<file path="config.mk">
export PLATFORM = sky130hd
export DESIGN_NAME = mtg_ctrl
export DESIGN_NICKNAME = d
export VERILOG_FILES = /design/src/rtl/core/mtg_pkg.sv /design/src/rtl/core/mtg_ctrl.sv
export SDC_FILE = /design/constraint.sdc
export NUM_CORES = 1
export LEC_CHECK = 0
export BUFFER_PORTS_ARGS = -buffer_cell sky130_fd_sc_hd__buf_2
export CORE_AREA = 10 10 47 49
export DETAILED_ROUTE_END_ITERATION = 8
export DIE_AREA = 0 0 57 59
export GPL_ROUTABILITY_DRIVEN = 0
export PLACE_DENSITY = 0.6
export REMOVE_ABC_BUFFERS = 1
export SYNTH_ARGS = -nofsm -noshare
export SYNTH_HDL_FRONTEND = slang
export SYNTH_SLANG_ARGS = --single-unit
</file>
<file path="constraint.sdc">
create_clock -name i_clk -period 1.2 [get_ports i_clk]
set_input_delay 0.24 -clock i_clk [delete_from_list [all_inputs] [get_ports i_clk]]
set_output_delay 0.24 -clock i_clk [all_outputs]
set_load 0.02 [all_outputs]
</file>
<file path="src/rtl/core/mtg_pkg.sv">
// ============================================================================
// mtg_pkg: shared types and constants of the MT19937 generator
// Holds the word and index constants of the generator, the input command
// codes, the controller states and the control and status bundles between
// the controller and the datapath.
// ============================================================================
package mtg_pkg;

    // Size of the generator state and the derived index widths.
    localparam int unsigned STATE_WORDS = 624;
    localparam int unsigned MID_DIST    = 397;
    localparam int unsigned IDX_W       = $clog2(STATE_WORDS);
    // The position also holds "twist pending" and "never seeded".
    localparam int unsigned POS_W       = $clog2(STATE_WORDS + 2);
    localparam int unsigned WORD_W      = 32;

    localparam logic [POS_W-1:0] POS_PENDING = POS_W'(STATE_WORDS);
    localparam logic [POS_W-1:0] POS_NEVER   = POS_W'(STATE_WORDS + 1);
    localparam logic [IDX_W-1:0] LAST_WORD   = IDX_W'(STATE_WORDS - 1);
    localparam logic [IDX_W-1:0] FAR_OFS     = IDX_W'(MID_DIST);
    localparam logic [IDX_W-1:0] FAR_WRAP    = IDX_W'(STATE_WORDS - MID_DIST);

    localparam logic [WORD_W-1:0] TWIST_MAT    = 32'h9908_b0df;
    localparam logic [WORD_W-1:0] TEMPER_B     = 32'h9d2c_5680;
    localparam logic [WORD_W-1:0] TEMPER_C     = 32'hefc6_0000;
    localparam logic [WORD_W-1:0] LCG_MUL      = 32'd69069;
    localparam logic [WORD_W-1:0] DEFAULT_SEED = 32'd4357;

    // Input command codes.
    typedef enum logic [1:0] {
        CMD_NEXT = 2'd0,
        CMD_SEED = 2'd1,
        CMD_LOAD = 2'd2,
        CMD_NONE = 2'd3
    } t_cmd;

    // Controller states.
    typedef enum logic [2:0] {
        ST_IDLE,
        ST_SEED,
        ST_TW_PRE,
        ST_TWIST,
        ST_TW_END,
        ST_TEMPER
    } t_state;

    // Datapath operations issued by the controller, one per cycle.
    typedef enum logic [2:0] {
        OP_NONE,
        OP_LOAD,
        OP_SEED_INIT,
        OP_SEED_STEP,
        OP_TW_START,
        OP_TW_STEP,
        OP_TW_END,
        OP_OUT
    } t_op;

    typedef struct packed {
        t_op  op;
        logic use_default;
    } t_dp_ctrl;

    typedef struct packed {
        logic pos_never;
        logic pos_pending;
        logic idx_ok;
        logic sweep_last;
        logic out_free;
    } t_dp_status;

endpackage

</file>
<file path="src/rtl/core/mtg_ctrl.sv">
// ============================================================================
// mtg_ctrl: controller of the MT19937 generator
// Decodes accepted commands and sequences the seeding sweep, the twist
// sweep and the tempered read through the datapath.
// ============================================================================
module mtg_ctrl (
    input  logic                  i_clk,
    input  logic                  i_rst_n,
    input  logic                  i_valid,
    input  logic [1:0]            i_cmd,
    output logic                  o_ready,
    input  mtg_pkg::t_dp_status   i_status,
    output mtg_pkg::t_dp_ctrl     o_ctrl
);

    mtg_pkg::t_state r_state;
    mtg_pkg::t_state n_state;
    logic            r_want_out;
    logic            n_want_out;

    always_ff @(posedge i_clk) begin
        if (!i_rst_n) begin
            r_state    <= mtg_pkg::ST_IDLE;
            r_want_out <= 1'b0;
        end else begin
            r_state    <= n_state;
            r_want_out <= n_want_out;
        end
    end

    // Next state.
    always_comb begin
        n_state    = r_state;
        n_want_out = r_want_out;
        unique case (r_state)
            mtg_pkg::ST_IDLE: begin
                if (i_valid) begin
                    n_want_out = (i_cmd == mtg_pkg::CMD_NEXT);
                    priority if (i_cmd == mtg_pkg::CMD_NEXT) begin
                        priority if (i_status.pos_never) begin
                            n_state = mtg_pkg::ST_SEED;
                        end else if (i_status.pos_pending) begin
                            n_state = mtg_pkg::ST_TW_PRE;
                        end else begin
                            n_state = mtg_pkg::ST_TEMPER;
                        end
                    end else if (i_cmd == mtg_pkg::CMD_SEED) begin
                        n_state = mtg_pkg::ST_SEED;
                    end else begin
                        n_state = mtg_pkg::ST_IDLE;
                    end
                end
            end
            mtg_pkg::ST_SEED: begin
                if (i_status.sweep_last) begin
                    n_state = r_want_out ? mtg_pkg::ST_TW_PRE : mtg_pkg::ST_IDLE;
                end
            end
            mtg_pkg::ST_TW_PRE: begin
                n_state = mtg_pkg::ST_TWIST;
            end
            mtg_pkg::ST_TWIST: begin
                if (i_status.sweep_last) begin
                    n_state = mtg_pkg::ST_TW_END;
                end
            end
            mtg_pkg::ST_TW_END: begin
                n_state = mtg_pkg::ST_TEMPER;
            end
            mtg_pkg::ST_TEMPER: begin
                if (i_status.out_free) begin
                    n_state = mtg_pkg::ST_IDLE;
                end
            end
            default: begin
                n_state = mtg_pkg::ST_IDLE;
            end
        endcase
    end

    // Outputs.
    always_comb begin
        o_ready            = 1'b0;
        o_ctrl.op          = mtg_pkg::OP_NONE;
        o_ctrl.use_default = 1'b0;
        unique case (r_state)
            mtg_pkg::ST_IDLE: begin
                o_ready = 1'b1;
                if (i_valid) begin
                    unique case (i_cmd)
                        mtg_pkg::CMD_NEXT: begin
                            if (i_status.pos_never) begin
                                o_ctrl.op          = mtg_pkg::OP_SEED_INIT;
                                o_ctrl.use_default = 1'b1;
                            end
                        end
                        mtg_pkg::CMD_SEED: begin
                            o_ctrl.op = mtg_pkg::OP_SEED_INIT;
                        end
                        mtg_pkg::CMD_LOAD: begin
                            if (i_status.idx_ok) begin
                                o_ctrl.op = mtg_pkg::OP_LOAD;
                            end
                        end
                        default: begin
                            o_ctrl.op = mtg_pkg::OP_NONE;
                        end
                    endcase
                end
            end
            mtg_pkg::ST_SEED:   o_ctrl.op = mtg_pkg::OP_SEED_STEP;
            mtg_pkg::ST_TW_PRE: o_ctrl.op = mtg_pkg::OP_TW_START;
            mtg_pkg::ST_TWIST:  o_ctrl.op = mtg_pkg::OP_TW_STEP;
            mtg_pkg::ST_TW_END: o_ctrl.op = mtg_pkg::OP_TW_END;
            mtg_pkg::ST_TEMPER: begin
                if (i_status.out_free) begin
                    o_ctrl.op = mtg_pkg::OP_OUT;
                end
            end
            default: begin
                o_ctrl.op = mtg_pkg::OP_NONE;
            end
        endcase
    end

endmodule

</file>
After elaboration in Yosys (flattened, before gate mapping)
Index checks and enable logic that the tools add are counted.
{ "op_classes": {"eq_ne": 11, "mux": 19, "n_reduce_logical": 4} }
{ "ops": {"columns": ["op", "n"], "rows": [
  ["$pmux W3 S6", 2],
  ["$mux W3", 9],
  ["$pmux W3 S3", 1],
  ["$ne A2 B2 Y1 const B", 4],
  ["$eq A3 B2 Y1 const B", 2],
  ["$eq A3 B3 Y1 const B", 2],
  ["$mux W1", 5],
  ["$mux W4", 1],
  ["$reduce_and A4 Y1", 1],
  ["$eq A3 B1 Y1 const B", 1],
  ["$logic_not A3 Y1", 1],
  ["$eq A2 B1 Y1 const B", 1],
  ["$eq A2 B2 Y1 const B", 1],
  ["$logic_not A2 Y1", 1],
  ["$mux W2", 1],
  ["$reduce_and A2 Y1", 1]
]} }
{ "word_totals": {"regBits": 4, "inputBits": 10, "word_cells": 36} }

Logic depth before layout (Yosys ltp)
{ "depth": {"word_depth": 5, "ltp_mapped": 4, "ltp_nobuf": 3} }

Worst setup path before layout
No wires, ideal clock.
{ "synth_path": {"kind": "flip-flop to output port", "start": "register r_state[0]", "end": "output o_ctrl[2] (netlist name)", "arrival_time_ps": 1216, "path_slack_ps": -256, "path_stages_with_launch": 3, "n_path_buf": 0, "cell_sequence": "dfxtp_1 > or4_4 > o22ai_1"} }
{ "synth_rtl": {"columns": ["item", "line_no", "source"], "rows": [
  ["from (decl)", "mtg_ctrl.sv:16", "mtg_pkg::t_state r_state;"],
  ["from (signal assigned)", "mtg_ctrl.sv:23", "r_state <= mtg_pkg::ST_IDLE;"],
  ["from (signal assigned)", "mtg_ctrl.sv:26", "r_state <= n_state;"],
  ["to (decl)", "mtg_ctrl.sv:13", "output mtg_pkg::t_dp_ctrl o_ctrl"]
]} }

==> results.cfg <==
[synthesis]
ys_types = 30
avgSynthCellArea_um2 = 7.56
synthArstFlopShare_pct = 0
yosys.area_share.simple_pct = 41.7
synth_cells = 52
synth_top_family_by_area = simple AND/OR/NAND/NOR gates
synth_xor_area_share_pct = 2.23
synth-edff-count = 0
yosys_warnings = 0
synth_ff_type = dfxtp_1
synth_compound_area_share_pct = 29.9
yosysSeqAreaShare_pct = 20.4
syn-cell-area_um2 = 393
synthMuxAreaShare_pct = 0
synth_seq_cells = 4
synthAdderAreaFrac_pct = 0

[timing]
final.min_clock_period_ns = 1.61
slew_headroom_pct = 77.9
fin_skew_ns = 0.00961
finalHoldViolCount = 0
rsz0062_at_grt = true
finalMaxSlewViolations = 0
worst_pin_slew_ns = 0.331
finalSetupViolCount = 9
min_period_over_period_pct = 134
timing.final.ws_setup_ns = -0.411
setup_tns_ns = -1.81
max_freq_mhz = 621

[clocking]
insertion_delay_ns = 0.24
tritoncts = built
cts_made_buffers = 3
cts_hold_buf = 0
cts.sinks = 4
clkSlewWorstSetupHoldPaths_ns = 0.04
clock_path_buffers = 2
cts_root_buf = clkbuf_4
cts_max_level = 1

[layout]
nets = 101
layout.cells.non_filler = 105
num_antenna_cells = 0
mostFrequentLayoutCells = buf_4, buf_6, buf_2
syn_to_final_growth_pct = 111
drive_gt1_share_pct = 67.4
final_area_um2 = 827
layout_commonest_cell = buf_4

[route]
viasPerCell = 5.22
first_iter_violations = 13
vias = 548
wl_um = 1530
post_drt_wl_per_cell_um = 14.5
drt_pass1_iterations = 4
route.detailed.drc = 0
drtAntennaViolNets = 0

[setup_path]
cp.arrival_ns = 1.37
cp_max_fo = 4
r2r_start = r_state[1]
cp_cell_sequence = or4_4 -> o22ai_2 -> buf_6
slowest_delay_ns = 0.53
critical_path_class = flip-flop to output pin
critPathLaunchType = flip-flop
cp.required_ns = 0.96
critPathLaunch = r_state[1]
end_kind = output pin
cp_slowest_cell = or4_4

[floorplan]
io_pins = 15
die_h_um = 59
die_area_um2 = 3360
coreArea_um2 = 1400
die_x_um = 57
initial_core_util_pct = 28.0
row_count = 14

[status]
violations = setup timing
status = finished, violations left

[place]
dp_slack_ns = -0.201
dpl_cell_area_um2 = 558
port_buffers = 14
dp_hpwl_um = 995
dpl.cell_count = 91

[global_routing]
antenna_found_initial = 0
grt_pass1_wl_um = 2420
grt_use_total_pct = 8.92
globalRoute.totalOverflow = 0
first_global_vias = 547
grt_max_degree = 9

[run]
drv_cap = 0

[worst_hold_path]
min_from = i_rst_n
hp-class = primary input to flip-flop

[pwr]
p_leak_uw = 0.000360
power_density_nw_per_um2 = 764
ir_drop_mv = 0.533
==> through the flow <==
step	hold slack, ns	utilization, %	power, µW
floorplan	0.356	-	257
global placement	0.514	39.8	355
detailed placement	0.522	39.8	357
CTS	0.272	55.8	614
global route	0.289	59.0	680
finish	0.276	59.0	632
==> sequential cells by signal, summed over array words and instances (netlist names) <==
name,cells
r_want_out,1
r_state,3
==> timing repair <==
action                                  4_1_cts  5_1_grt
endpoints found under the setup margin        9        9
gates cloned                                  1        0
gates resized for setup                      35        9
buffers inserted                             10        0
pin swaps                                    14        4
==> power breakdown <==
part           total (µW)  internal (µW)  leakage, µW  switching [µW]
Sequential            152            140    0.0000345            11.1
Combinational         307            172     0.000312             135
Clock                 173            112    0.0000138            60.9
==> cell usage after synthesis, drive strengths merged (2+ instances only) <==
master	n	area share (%)
a21o	2	3.8
buf	3	3.8
dfxtp	4	20
inv	2	1.9
nand2	4	3.8
nand2b	2	3.2
nand3	2	2.5
nand3b	2	3.8
nor2	3	2.9
nor3	2	2.5
nor3b	2	3.8
nor4	2	3.2
o21ai	4	5.1
o22ai	3	6.4
or4	2	4.8
==> layer usage <==
layer / wire [µm] / GRT usage, %
met2: 797 / 14.0
met3: 85 / 4.51
met1: 627 / 9.67
met4: 17 / 4.70
met5: 0 / 0
==> final timing paths <==
path / end / slack [ns] / depth (start not counted)
setup reg to reg: r_state[1] / -0.15 / 6
hold / removal: r_state[2] / 0.28 / 3
setup / recovery: o_ctrl[2] / -0.41 / 3
hold reg to reg: r_want_out / 0.57 / 2
==> critical path: cells and delay by family (launching register included) <==
family | cells | cell delay (ns)
DFF | 1 | 0.34
and+or+nand+nor | 1 | 0.53
buffers and inverters | 1 | 0.14
AOI/OAI and AO/OA | 1 | 0.12
==> final cells by class <==
class,count,area (µm²)
fill,132,574
multi-input combinational,43,388
timing repair buffer,37,300
sequential,4,88.8
clock buffer,3,22.5
tap,16,20.0
inverter,2,7.51
==> cells by family after synthesis <==
group / after synthesis
AND/OR/NAND/NOR: 26
AO/OA/AOI/OAI: 16
buffers and inverters: 5
flip-flops: 4
XOR/XNOR: 1
Note: power is estimated with default switching activity, not from simulation.
